### config.mk
export PLATFORM = sky130hd
export DESIGN_NAME = infix_expression_evaluator_top_flat
export DESIGN_NICKNAME = d
export VERILOG_FILES = /design/src/hw/rtl/iee_pkg.sv /design/src/hw/rtl/iee_if.sv /design/src/hw/rtl/infix_expression_evaluator_top.sv /design/src/flat_wrapper.sv
export SDC_FILE = /design/constraint.sdc
export NUM_CORES = 1
export LEC_CHECK = 0
export BUFFER_PORTS_ARGS = -buffer_cell sky130_fd_sc_hd__buf_2
export CORE_MARGIN = 4
export CORE_UTILIZATION = 40
export DETAILED_ROUTE_END_ITERATION = 16
export GPL_TIMING_DRIVEN = 0
export PLACE_DENSITY_LB_ADDON = 0.08
export SYNTH_ARGS = -nofsm -noshare
export SYNTH_HDL_FRONTEND = slang
export SYNTH_SLANG_ARGS = --single-unit
### constraint.sdc
create_clock -name i_clk -period 16.8 [get_ports i_clk]
set_input_delay 2.52 -clock i_clk [delete_from_list [all_inputs] [get_ports i_clk]]
set_output_delay 2.52 -clock i_clk [all_outputs]
set_load 0.01 [all_outputs]
### src/hw/rtl/iee_pkg.sv
package iee_pkg;

    // Widths of the fields on the channels and the default datapath width.
    localparam int CHAR_WIDTH     = 8;
    localparam int TOTAL_WIDTH    = 32;
    localparam int DATA_WIDTH_DEF = 32;

    // Character codes that the evaluator recognizes.
    localparam logic [CHAR_WIDTH-1:0] CH_PLUS  = 8'd43;
    localparam logic [CHAR_WIDTH-1:0] CH_MINUS = 8'd45;
    localparam logic [CHAR_WIDTH-1:0] CH_MUL   = 8'd42;
    localparam logic [CHAR_WIDTH-1:0] CH_DIV   = 8'd47;
    localparam logic [CHAR_WIDTH-1:0] CH_EQ    = 8'd61;
    localparam logic [CHAR_WIDTH-1:0] CH_SPACE = 8'd32;
    localparam logic [CHAR_WIDTH-1:0] CH_ZERO  = 8'd48;

    // Operator that is pending inside the open term.
    typedef enum logic [1:0] {
        OP_NONE,
        OP_MUL,
        OP_DIV
    } t_op;

    // Operator character that started the current closing sequence.
    typedef enum logic [2:0] {
        K_MUL,
        K_DIV,
        K_PLUS,
        K_MINUS,
        K_EQ
    } t_kind;

    typedef enum logic [3:0] {
        S_IDLE,
        S_DIGIT,
        S_CLOSE,
        S_MUL,
        S_DIV,
        S_DFIX,
        S_AFTER,
        S_TERM,
        S_EMIT
    } t_state;

endpackage

### src/hw/rtl/iee_if.sv
interface iee_char_if;
    import iee_pkg::*;

    logic                  valid;
    logic                  ready;
    logic [CHAR_WIDTH-1:0] char_code;

    modport source (output valid, output char_code, input ready);
    modport sink   (input valid, input char_code, output ready);
endinterface

interface iee_result_if;
    import iee_pkg::*;

    logic                          valid;
    logic                          ready;
    logic signed [TOTAL_WIDTH-1:0] total;
    logic                          divide_by_zero;

    modport source (output valid, output total, output divide_by_zero, input ready);
    modport sink   (input valid, input total, input divide_by_zero, output ready);
endinterface

### src/hw/rtl/infix_expression_evaluator_top.sv
// Infix expression evaluator. Characters of an expression such as "12+3*4/2-5=" arrive one
// beat at a time on i_char; spaces are skipped, * and / bind tighter than + and -, and on '='
// the total and a divide-by-zero flag leave as one beat on o_result, after which the evaluator
// starts a fresh expression. All arithmetic wraps at DATA_WIDTH bits; the total carries the
// low 32 bits. A space is simply skipped. A digit rebuilds the running number as
// number*10 + digit through a bit-serial adder, one bit per cycle. An operator closes a
// plain number directly, a pending multiply through a shift-and-add unit, one multiplier bit
// per cycle, and a pending divide through a restoring divider, one quotient bit per cycle,
// plus a sign fix; a zero divisor instead sets the divide-by-zero flag and a zero term.
// Then +, - or = adds the term into the total bit-serially, and = also loads the result
// register. The longest character is therefore an = that closes a pending divide: the
// divider and its sign fix, the add and the load. The result register parts the two sides:
// the evaluator keeps taking characters while a finished total waits on o_result, and only
// a second '=' waits for that beat to leave.
module infix_expression_evaluator_top #(
    parameter int DATA_WIDTH = iee_pkg::DATA_WIDTH_DEF
) (
    input  logic              i_clk,
    input  logic              i_rst_n,
    iee_char_if.sink          i_char,
    iee_result_if.source      o_result
);
    import iee_pkg::*;

    localparam int CW = $clog2(DATA_WIDTH);
    localparam logic [CW-1:0] CNT_MAX = CW'(DATA_WIDTH - 1);

    // Architectural state of the evaluator.
    logic [DATA_WIDTH-1:0] r_num,   n_num;    // number being entered
    logic [DATA_WIDTH-1:0] r_term,  n_term;   // product or quotient of the open term
    logic [DATA_WIDTH-1:0] r_total, n_total;  // sum of the closed terms
    t_op                   r_op,    n_op;
    logic                  r_sign,  n_sign;   // open term is subtracted when set
    logic                  r_dz,    n_dz;

    // Sequencer and work registers of the serial units.
    t_state                r_state, n_state;
    t_kind                 r_kind,  n_kind;
    logic [CW-1:0]         r_cnt,   n_cnt;
    logic [DATA_WIDTH-1:0] r_d,     n_d;      // digit value, shifted out LSB first
    logic [2:0]            r_hist,  n_hist;   // last three number bits shifted out
    logic [1:0]            r_cy,    n_cy;     // serial carry
    logic [DATA_WIDTH-1:0] r_wa,    n_wa;     // multiplicand or dividend / quotient
    logic [DATA_WIDTH-1:0] r_wb,    n_wb;     // multiplier or divisor
    logic [DATA_WIDTH-1:0] r_wr,    n_wr;     // product or partial remainder
    logic                  r_neg,   n_neg;    // quotient takes a minus sign

    // Result register.
    logic                   r_out_valid, n_out_valid;
    logic [TOTAL_WIDTH-1:0] r_out_total, n_out_total;
    logic                   r_out_dz,    n_out_dz;

    logic signed [CHAR_WIDTH:0] w_digit;
    logic [2:0]                 w_dsum;
    logic                       w_tbit;
    logic [1:0]                 w_asum;
    logic [DATA_WIDTH-1:0]      w_prod;
    logic [DATA_WIDTH-1:0]      w_rs;
    logic                       w_ge;

    function automatic logic [DATA_WIDTH-1:0] magnitude(input logic [DATA_WIDTH-1:0] v);
        return v[DATA_WIDTH-1] ? (~v + 1'b1) : v;
    endfunction

    // Any character that is not a space or an operator counts as a digit worth code - 48.
    assign w_digit = $signed({1'b0, i_char.char_code}) - $signed({1'b0, CH_ZERO});

    // Serial number*10 + digit: bit i sums number bits i-1 and i-3, digit bit i and the carry.
    assign w_dsum = 3'(r_hist[2]) + 3'(r_hist[0]) + 3'(r_d[0]) + 3'(r_cy);

    // Serial add or subtract of the open term into the total.
    assign w_tbit = r_term[0] ^ r_sign;
    assign w_asum = 2'(r_total[0]) + 2'(w_tbit) + 2'(r_cy[0]);

    assign w_prod = r_wb[0] ? (r_wr + r_wa) : r_wr;

    // Restoring division step; the remainder stays below 2^(W-1), so its top bit is zero.
    assign w_rs = {r_wr[DATA_WIDTH-2:0], r_wa[DATA_WIDTH-1]};
    assign w_ge = (w_rs >= r_wb);

    assign i_char.ready           = (r_state == S_IDLE);
    assign o_result.valid         = r_out_valid;
    assign o_result.total         = r_out_total;
    assign o_result.divide_by_zero = r_out_dz;

    always_ff @(posedge i_clk) begin
        if (!i_rst_n) begin
            r_state     <= S_IDLE;
            r_num       <= '0;
            r_term      <= '0;
            r_total     <= '0;
            r_op        <= OP_NONE;
            r_sign      <= 1'b0;
            r_dz        <= 1'b0;
            r_out_valid <= 1'b0;
        end else begin
            r_state     <= n_state;
            r_num       <= n_num;
            r_term      <= n_term;
            r_total     <= n_total;
            r_op        <= n_op;
            r_sign      <= n_sign;
            r_dz        <= n_dz;
            r_out_valid <= n_out_valid;
        end
    end

    always_ff @(posedge i_clk) begin
        r_kind      <= n_kind;
        r_cnt       <= n_cnt;
        r_d         <= n_d;
        r_hist      <= n_hist;
        r_cy        <= n_cy;
        r_wa        <= n_wa;
        r_wb        <= n_wb;
        r_wr        <= n_wr;
        r_neg       <= n_neg;
        r_out_total <= n_out_total;
        r_out_dz    <= n_out_dz;
    end

    always_comb begin
        n_state     = r_state;
        n_num       = r_num;
        n_term      = r_term;
        n_total     = r_total;
        n_op        = r_op;
        n_sign      = r_sign;
        n_dz        = r_dz;
        n_kind      = r_kind;
        n_cnt       = r_cnt;
        n_d         = r_d;
        n_hist      = r_hist;
        n_cy        = r_cy;
        n_wa        = r_wa;
        n_wb        = r_wb;
        n_wr        = r_wr;
        n_neg       = r_neg;
        n_out_valid = r_out_valid;
        n_out_total = r_out_total;
        n_out_dz    = r_out_dz;

        if (r_out_valid && o_result.ready) begin
            n_out_valid = 1'b0;
        end

        case (r_state)
            S_IDLE: begin
                if (i_char.valid) begin
                    case (i_char.char_code)
                        CH_SPACE: begin
                            n_state = S_IDLE;
                        end
                        CH_MUL: begin
                            n_kind  = K_MUL;
                            n_state = S_CLOSE;
                        end
                        CH_DIV: begin
                            n_kind  = K_DIV;
                            n_state = S_CLOSE;
                        end
                        CH_PLUS: begin
                            n_kind  = K_PLUS;
                            n_state = S_CLOSE;
                        end
                        CH_MINUS: begin
                            n_kind  = K_MINUS;
                            n_state = S_CLOSE;
                        end
                        CH_EQ: begin
                            n_kind  = K_EQ;
                            n_state = S_CLOSE;
                        end
                        default: begin
                            n_d     = DATA_WIDTH'(w_digit);
                            n_hist  = '0;
                            n_cy    = '0;
                            n_cnt   = CNT_MAX;
                            n_state = S_DIGIT;
                        end
                    endcase
                end
            end

            S_DIGIT: begin
                n_num  = {w_dsum[0], r_num[DATA_WIDTH-1:1]};
                n_hist = {r_hist[1:0], r_num[0]};
                n_cy   = w_dsum[2:1];
                n_d    = {r_d[DATA_WIDTH-1], r_d[DATA_WIDTH-1:1]};
                n_cnt  = r_cnt - 1'b1;
                if (r_cnt == '0) begin
                    n_state = S_IDLE;
                end
            end

            S_CLOSE: begin
                n_num = '0;
                n_cnt = CNT_MAX;
                case (r_op)
                    OP_MUL: begin
                        n_wa    = r_term;
                        n_wb    = r_num;
                        n_wr    = '0;
                        n_state = S_MUL;
                    end
                    OP_DIV: begin
                        if (r_num == '0) begin
                            n_term  = '0;
                            n_dz    = 1'b1;
                            n_state = S_AFTER;
                        end else begin
                            n_wa    = magnitude(r_term);
                            n_wb    = magnitude(r_num);
                            n_wr    = '0;
                            n_neg   = r_term[DATA_WIDTH-1] ^ r_num[DATA_WIDTH-1];
                            n_state = S_DIV;
                        end
                    end
                    default: begin
                        n_term  = r_num;
                        n_state = S_AFTER;
                    end
                endcase
            end

            S_MUL: begin
                n_wr  = w_prod;
                n_wa  = {r_wa[DATA_WIDTH-2:0], 1'b0};
                n_wb  = {1'b0, r_wb[DATA_WIDTH-1:1]};
                n_cnt = r_cnt - 1'b1;
                if (r_cnt == '0) begin
                    n_term  = w_prod;
                    n_state = S_AFTER;
                end
            end

            S_DIV: begin
                n_wr  = w_ge ? (w_rs - r_wb) : w_rs;
                n_wa  = {r_wa[DATA_WIDTH-2:0], w_ge};
                n_cnt = r_cnt - 1'b1;
                if (r_cnt == '0) begin
                    n_state = S_DFIX;
                end
            end

            S_DFIX: begin
                // The most negative value over minus one wraps back to itself here.
                n_term  = r_neg ? (~r_wa + 1'b1) : r_wa;
                n_state = S_AFTER;
            end

            S_AFTER: begin
                case (r_kind)
                    K_MUL: begin
                        n_op    = OP_MUL;
                        n_state = S_IDLE;
                    end
                    K_DIV: begin
                        n_op    = OP_DIV;
                        n_state = S_IDLE;
                    end
                    default: begin
                        n_cy    = {1'b0, r_sign};
                        n_cnt   = CNT_MAX;
                        n_state = S_TERM;
                    end
                endcase
            end

            S_TERM: begin
                // The term shifts out with zero fill, so it is clear when the add ends.
                n_total = {w_asum[0], r_total[DATA_WIDTH-1:1]};
                n_term  = {1'b0, r_term[DATA_WIDTH-1:1]};
                n_cy    = {1'b0, w_asum[1]};
                n_cnt   = r_cnt - 1'b1;
                if (r_cnt == '0) begin
                    n_op = OP_NONE;
                    case (r_kind)
                        K_PLUS: begin
                            n_sign  = 1'b0;
                            n_state = S_IDLE;
                        end
                        K_MINUS: begin
                            n_sign  = 1'b1;
                            n_state = S_IDLE;
                        end
                        default: begin
                            n_state = S_EMIT;
                        end
                    endcase
                end
            end

            S_EMIT: begin
                if (!r_out_valid || o_result.ready) begin
                    n_out_valid = 1'b1;
                    n_out_total = TOTAL_WIDTH'(r_total);
                    n_out_dz    = r_dz;
                    n_total     = '0;
                    n_sign      = 1'b0;
                    n_dz        = 1'b0;
                    n_op        = OP_NONE;
                    n_state     = S_IDLE;
                end
            end

            default: begin
                n_state = S_IDLE;
            end
        endcase
    end

endmodule

### src/flat_wrapper.sv
// flat-port wrapper written by rule: the top's interface ports become plain ports
module infix_expression_evaluator_top_flat import iee_pkg::*;
#(
    parameter int DATA_WIDTH = iee_pkg::DATA_WIDTH_DEF
)
  (i_clk, i_rst_n, i_char_valid, i_char_char_code, i_char_ready, o_result_valid, o_result_total, o_result_divide_by_zero, o_result_ready);
  iee_char_if i_char_i ();
  iee_result_if o_result_i ();
  input  logic i_clk;
  input  logic i_rst_n;
  input wire logic [$bits(i_char_i.valid)-1:0] i_char_valid;
  input wire logic [$bits(i_char_i.char_code)-1:0] i_char_char_code;
  output wire logic [$bits(i_char_i.ready)-1:0] i_char_ready;
  output wire logic [$bits(o_result_i.valid)-1:0] o_result_valid;
  output wire logic [$bits(o_result_i.total)-1:0] o_result_total;
  output wire logic [$bits(o_result_i.divide_by_zero)-1:0] o_result_divide_by_zero;
  input wire logic [$bits(o_result_i.ready)-1:0] o_result_ready;
  assign i_char_i.valid = i_char_valid;
  assign i_char_i.char_code = i_char_char_code;
  assign i_char_ready = i_char_i.ready;
  assign o_result_valid = o_result_i.valid;
  assign o_result_total = o_result_i.total;
  assign o_result_divide_by_zero = o_result_i.divide_by_zero;
  assign o_result_i.ready = o_result_ready;
  infix_expression_evaluator_top #(.DATA_WIDTH(DATA_WIDTH)) u_core (.i_clk(i_clk), .i_rst_n(i_rst_n), .i_char(i_char_i), .o_result(o_result_i));
endmodule
==> out/metrics.cfg, run 1 <==
[status]
outcome=complete, no violations

[finish]
antenna_cells=0
fillCellCount=4299
final_common_cell=nand2_1
finish.utilization_pct=45.9
layout_common_cells=nand2_1, edfxtp_1, o21ai_0, clkbuf_1, dfxtp_1
final_nets=2106
drive_gt1_share_pct=7.10
area_growth_syn_to_layout_pct=13.0
final_cells=2628
final_area_mm2=0.0198

[global_routing]
grt.met2_usage_pct=37.2
antenna_found_initial=0
busiest_layer=met2
overflow=0
use_met3_pct=3.61
grt_start_max_net_pins=40
met1_usage_pct=35.5
grt_pass1_wl_mm=88.8
track_usage_pct=24.3
grt_pass1_vias=14353

[placed_design]
post_dp_cell_area_mm2=0.0186
dp_hpwl_mm=45.7
dp.cells=2561
gp_congestion=0.939
io_buffers=45

[clock_network]
cts_resized=0
clock_path_buffers=3
cts_tree=done
post-cts-setup-buffers=0
cts.clk_slew.worst_paths_ns=0.06
cts_inserted_buffers=36
htree_levels=2
clock_latency_ns=0.56
clockRootBuffer=clkbuf_16
cts_sinks=280
postCtsHoldBufs=0

[timing]
finalSetupViolCount=0
maxSlewViolCount=0
fmax_mhz=213
hold-worst-slack_ns=0.433
finalHoldViolCount=0
slew_headroom_pct=11.9
period_minus_slack_ns=4.69
fin_setup_tns_ns=0
skew_ns=0.0213
worstMarginPinSlew_ns=1.32
period_share_pct=27.9
rsz0062_at_grt=no

[logic_synthesis]
netlist.area_leader.share_pct=29.9
synth.cell_area_mm2=0.0176
synth-edff-count=175
yosysWarnings=0
synth.area.top_cells=edfxtp_1, dfxtp_1, nand2_1
syn-instance-count=1926
synth_cell_types=73
synthFlopType=edfxtp_1
yosysTopAreaCell=edfxtp_1
syn_area_per_cell_um2=9.11
synth_fp_nets=2017
ys_async_sr_fraction_pct=0
synth-seq-area-share_pct=41.9
synth-seq-cells=280

[worst_setup_path]
cp.arrival_ns=4.94
path_max_fanout=7
worstSetupPathType=register to register
cp-end-kind=register
startpoint_type=register
cp.required_ns=17.05

[floorplan]
initial_core_util_pct=40.6
die_y_um=217
die_area_mm2=0.0473
boundaryPins=47
row_count=76
die_w_um=217
core-area_mm2=0.0433

[route]
viasPerCell=5.83
drtIter0Drc=1849
drtAntennaViolNets=0
vias=15331
wl_per_cell_um=22.5
wl_mm=59.0
drc=0
firstDrtPassIters=10

[power]
ir_worst_vdd_v=0.0000797
powerDensity_mw_per_mm2=79.9
p_leak_nw=7.09

[job]
max_cap_violations=0

[hold_path]
hp-class=register to register

cell families (layout without fill, tap and decap cells):
logic type / Yosys count / count (layout) / synth area share (%)
and+or+nand+nor: 622 / 622 / 17.0
buffers and inverters: 188 / 305 / 4.25
xor gates and xnor gates: 149 / 149 / 7.43
AOI/OAI and AO/OA: 559 / 559 / 20.7
DFF: 280 / 280 / 41.9
muxes: 49 / 49 / 2.87
adders and majority gates: 79 / 79 / 5.84
worst paths after layout:
path	depth (start not counted)	end	slack [ns]	from
min	0	u_core.o_result.divide_by_zero	0.43	u_core.r_dz
max	11	u_core.r_wr[29]	12.11	u_core.r_wa[8]
min reg2reg	0	u_core.o_result.divide_by_zero	0.43	u_core.r_dz
max reg2reg	11	u_core.r_wr[29]	12.11	u_core.r_wa[8]
critical path: stages (launching register included):
cell and delay [ns]:
edfxtp_1 0.56, ha_1 0.34, clkbuf_1 0.20, a21oi_1 0.17, o21ai_0 0.18, a2111oi_0 0.64
a21oi_1 0.27, o21ai_0 0.65, o21ai_0 0.27, and4b_1 0.25, o31ai_1 0.62, o221ai_1 0.23
Yosys cell counts (6+ instances only):
master    instances
o22ai_1          11
o21ai_0         159
or4_1             7
xnor2_1          96
a211oi_1          9
o21a_1           14
ha_1             74
o21ai_1          13
nor2b_1          46
and2_1           18
nor4_1           13
a222oi_1         28
o211a_1           9
clkbuf_1        105
o31ai_1          21
mux2i_1          39
and3_1           16
nand2b_1         17
nor3b_1           7
mux2_2           10
xor2_1           53
a22oi_1          33
nand2_1         273
nand3_1          49
a21oi_1         102
or3_1             9
nor3_1           29
dfxtp_1         105
o21bai_1          6
o211ai_1         11
nor2_1           96
inv_1            67
a31oi_1          30
edfxtp_1        175
nand4_1          15
o41ai_1          10
a21boi_0         38
a21o_1           26
registers in the layout, indices dropped and copies added (netlist names):
register                        count
u_core.r_dz                         1
u_core.o_result.divide_by_zero      1
u_core.o_result.valid               1
u_core.r_hist                       3
u_core.r_cnt                        5
u_core.o_result.total              32
u_core.r_term                      32
u_core.r_wb                        32
u_core.r_total                     32
u_core.r_state                      4
u_core.r_sign                       1
u_core.r_cy                         2
u_core.r_wr                        32
u_core.r_wa                        32
u_core.r_d                         32
u_core.r_neg                        1
u_core.r_op                         2
u_core.r_num                       32
u_core.r_kind                       3
power by group:
group / switching, mW / total [mW] / internal (mW)
sequential: 0.00490 / 0.746 / 0.741
clock: 0.316 / 0.777 / 0.461
combinational: 0.0429 / 0.0639 / 0.0211
total: 0.364 / 1.59 / 1.22
area by class of cell:
type | count | area [um^2] | share of cell area [%]
Buffer | 120 | 490 | 2.47
Inverter | 68 | 255 | 1.29
Tap cell | 585 | 732 | 3.69
Multi-Input combinational cell | 1458 | 9480 | 47.8
Timing Repair Buffer | 51 | 334 | 1.68
Clock buffer | 48 | 1020 | 5.13
Sequential cell | 280 | 7360 | 37.1
Clock inverter | 18 | 180 | 0.908
layer usage:
metal | wire (um) | up-vias
li1 | - | 7251
met1 | 27400 | 7439
met2 | 25600 | 540
met3 | 4010 | 101
met4 | 2040 | 0
met5 | 0 | -
through the flow:
step | worst slack (ns) | power [mW]
detailed placement | 11.93 | 0.824
finish | 12.11 | 1.59
global placement | 9.38 | 0.822
CTS | 12.24 | 1.61
global route | 12.02 | 1.64
floorplan | 10.78 | 0.802
(Power assumes the default switching activity.)
==> run 2, diff against run 1 <==
--- a/config.mk
+++ b/config.mk
@@ -5,6 +5,7 @@
 export SDC_FILE = /design/constraint.sdc
 export NUM_CORES = 1
 export LEC_CHECK = 0
+export ABC_AREA = 1
 export BUFFER_PORTS_ARGS = -buffer_cell sky130_fd_sc_hd__buf_2
 export CORE_MARGIN = 4
 export CORE_UTILIZATION = 40
==> constraint.sdc (replaced) <==
create_clock -name i_clk -period 4 [get_ports i_clk]
set_input_delay 0.6 -clock i_clk [delete_from_list [all_inputs] [get_ports i_clk]]
set_output_delay 0.6 -clock i_clk [all_outputs]
set_load 0.01 [all_outputs]
==> run 2 against run 1 <==
Clock-buffer cell count fell by 8. Cell area up 7.1%. Critical path depth unchanged. Synthesized cell count up 41%. Global-route usage rose by 2.8 points. Flip-flop and latch count stayed put. Worst hold slack worse by 0.090 ns. Power grew to 4.5 times the previous value. Synthesized area rose by 8.9%. Via count is 23% higher. Largest power group is now registers.
==> out/metrics.cfg, run 2 <==
[logic_synthesis]
synth-seq-cells=280  ; unchanged
yosysTopAreaCell=edfxtp_1
synth_mux_area_share_pct=0  ; -2.9 points
synthTopCellsByCount=nand2_1, inv_1, nor2_1
synth-seq-area-share_pct=38.5  ; -3.4 points
synth_top_family_by_area=simple AND/OR/NAND/NOR gates
yosysWarnings=0  ; unchanged
yosysMostFrequentCell=nand2_1
synth-adder-area-share_pct=5.37  ; -0.48 points
syn_area_per_cell_um2=7.06  ; -23%
synthXorXnorAreaFrac_pct=3.16  ; -4.3 points
synth-edff-count=175  ; unchanged
synthFlopType=edfxtp_1
yosys.area_share.simple_pct=29.8  ; +13 points
synth_cell_types=53  ; -27%
ys_async_sr_fraction_pct=0  ; unchanged
syn-instance-count=2708  ; +41%
synth_fp_nets=2799  ; +39%
netlist.area_leader.share_pct=27.5  ; -2.4 points
synth.area.top_cells=edfxtp_1, nand2_1, dfxtp_1
synth.cell_area_mm2=0.0191  ; +8.9%
synth_compound_area_share_pct=14.4  ; -6.3 points

[floorplan]
initial_core_util_pct=40.8  ; +0.23 points
boundaryPins=47  ; unchanged
die_w_um=227  ; +4.2%
row_count=79  ; +3.9%
core-area_mm2=0.0469  ; +8.3%
die_area_mm2=0.0514  ; +8.6%
die_y_um=227  ; +4.2%

[power]
p_leak_nw=9.05  ; +28%
power.total_mw=7.12  ; +350%
seqPwrFrac_pct=46.1  ; -0.9 points
p_clk_share_pct=41.2  ; -7.8 points
ir_worst_vdd_v=0.000350  ; +340%
powerDensity_mw_per_mm2=335  ; +320%
switching_power_mw=1.99  ; +450%
p_int_mw=5.13  ; +320%
power_frac_comb_pct=12.7  ; +8.7 points
p_sw_share_pct=28.0  ; +5.0 points

[finish]
antenna_cells=0  ; unchanged
final_common_cell=nand2_1
fillCellCount=4990  ; +16%
drive_gt1_share_pct=6.47  ; -0.63 points
final_area_mm2=0.0213  ; +7.1%
area_growth_syn_to_layout_pct=11.2
final_cells=3422  ; +30%
layout_common_cells=nand2_1, inv_1, nor2_1, a21oi_1, nand3_1
final_nets=2881  ; +37%

[clock_network]
cts.clk_slew.worst_paths_ns=0.07  ; about the same
cts_resized=0  ; unchanged
clock_path_buffers=3  ; unchanged
post-cts-setup-buffers=0  ; unchanged
cts_inserted_buffers=31  ; -14%
clockRootBuffer=clkbuf_16
htree_levels=1  ; -1
cts_sinks=280  ; unchanged
clock_latency_ns=0.62  ; +0.06 ns
postCtsHoldBufs=0  ; unchanged
cts_tree=done

[route]
drtAntennaViolNets=0  ; unchanged
wl_per_cell_um=20.8  ; -7.3%
vias=18852  ; +23%
drtIter0Drc=1948  ; +5.4%
drc=0  ; unchanged
firstDrtPassIters=6  ; -4
wl_mm=71.2  ; +21%
viasPerCell=5.51  ; -5.6%

[worst_setup_path]
critPathSlowestCell=o21ai_0
cpLargestDelayFamily=compound AO/OA/AOI/OAI gates
cp-end-kind=register
cp.arrival_ns=3.52  ; -1.42 ns
crit_path_max_incr_delay_ns=0.59  ; -0.06 ns
crit_chain=inv_1 -> ha_1 -> fa_1 -> o21ai_2 -> a21oi_1 -> o21ai_0 -> nand4_1 -> nand3_1 -> nand3_1 -> nand2_1 -> nand2_1
path_max_fanout=3  ; -4
worstSetupPathType=register to register
startpoint_type=register
cp.required_ns=4.36  ; -12.69 ns
critPathBufInv=1  ; unchanged

[global_routing]
antenna_found_initial=1  ; +1
overflow=0  ; unchanged
grt_pass1_wl_mm=106  ; +20%
grt_pass1_vias=17748  ; +24%
track_usage_pct=27.2  ; +2.8 points
grt_start_max_net_pins=35  ; -13%

[placed_design]
gp_congestion=1.03  ; +9.3%
io_buffers=46  ; +2.2%
dp_hpwl_mm=57.4  ; +26%
post_dp_cell_area_mm2=0.0202  ; +8.5%
dp.cells=3364  ; +31%

[timing]
maxSlewViolCount=0  ; unchanged
period_minus_slack_ns=3.16  ; -1.53 ns
finalSetupViolCount=0  ; unchanged
skew_ns=0.0298  ; +0.00847 ns
period_share_pct=79.1  ; +51 points
fmax_mhz=316  ; +48%
finalHoldViolCount=0  ; unchanged
rsz0062_at_grt=no
hold-worst-slack_ns=0.343  ; -0.0900 ns
fin_setup_tns_ns=0  ; unchanged
worstMarginPinSlew_ns=0.971  ; -0.345 ns
slew_headroom_pct=34.6  ; +23 points

[status]
outcome=complete, no violations

[job]
max_cap_violations=0  ; unchanged

[hold_path]
hp-class=input port to register

run 2: cell types whose count changed in the layout (fill, tap and decap cells not counted), sizes merged, moves of 39 or more:
cell,before,now
a21oi,102,251
mux2i,39,0
xnor2,96,24
clkbuf,153,97
nand3,49,240
nor2b,47,0
nand2,273,686
nor2,96,324
inv,67,323
run 2: power by group through the flow:
stage          Clock (mW)  Combinational, mW  Sequential (mW)
4_1_cts              3.00              0.902             3.28
6_report             2.93              0.906             3.28
5_1_grt              3.11               1.02             3.29
3_3_place_gp            0              0.875             3.35
2_1_floorplan           0              0.632             3.31
3_5_place_dp            0              0.898             3.34
run 2: layer usage:
| metal | vias up | share of wire (%) | track usage [%] |
|---|---|---|---|
| li1 | 9188 | - | - |
| met1 | 8811 | 43 | 36.4 |
| met2 | 696 | 45 | 44.2 |
| met3 | 157 | 6.8 | 4.32 |
| met4 | 0 | 4.7 | 10.7 |
| met5 | - | 0 | 0 |
run 2: cells by family (layout without fill, tap and decap cells):
logic type | Yosys count | count (layout)
fa+ha+maj | 79 | 79
xor+xnor | 69 | 69
flops | 280 | 280
simple gates | 1352 | 1352
buf+inv | 424 | 531
compound gates | 504 | 504
run 2: path summary, 6_finish.rpt:
check	startpoint	end	slack, ns	cells past startpoint
min	i_rst_n	u_core.r_term[3]	0.34	3
min reg2reg	u_core.r_total[11]	u_core.o_result.total[11]	0.44	0
max reg2reg	u_core.r_wa[31]	u_core.r_wr[30]	0.84	11
max	u_core.r_wa[31]	u_core.r_wr[30]	0.84	11
run 2: worst reg2reg max path, stage by stage, from the launching register on:
cell and delay [ns]:
edfxtp_1 0.47, inv_1 0.18, ha_1 0.26, fa_1 0.45
o21ai_2 0.22, a21oi_1 0.14, o21ai_0 0.59, nand4_1 0.26
nand3_1 0.13, nand3_1 0.09, nand2_1 0.07, nand2_1 0.04
run 2: cell type report:
type                            count  area [um^2]  area share (%)
Tap cell                          607          759            3.57
Clock buffer                       40          935            4.40
Sequential cell                   280         7360            34.6
Buffer                            100          459            2.16
Clock inverter                     18          121           0.571
Multi-Input combinational cell   2004        10100            47.6
Timing Repair Buffer               49          290            1.37
Inverter                          324         1220            5.72
run 2: per-stage QoR:
stage	setup slack (ns)	util [%]
after floorplan	0.508	-
after global placement	-0.986	42.9
after detailed placement	0.877	43.1
after CTS	0.859	45.4
after global routing	0.628	45.4
final	0.835	45.4
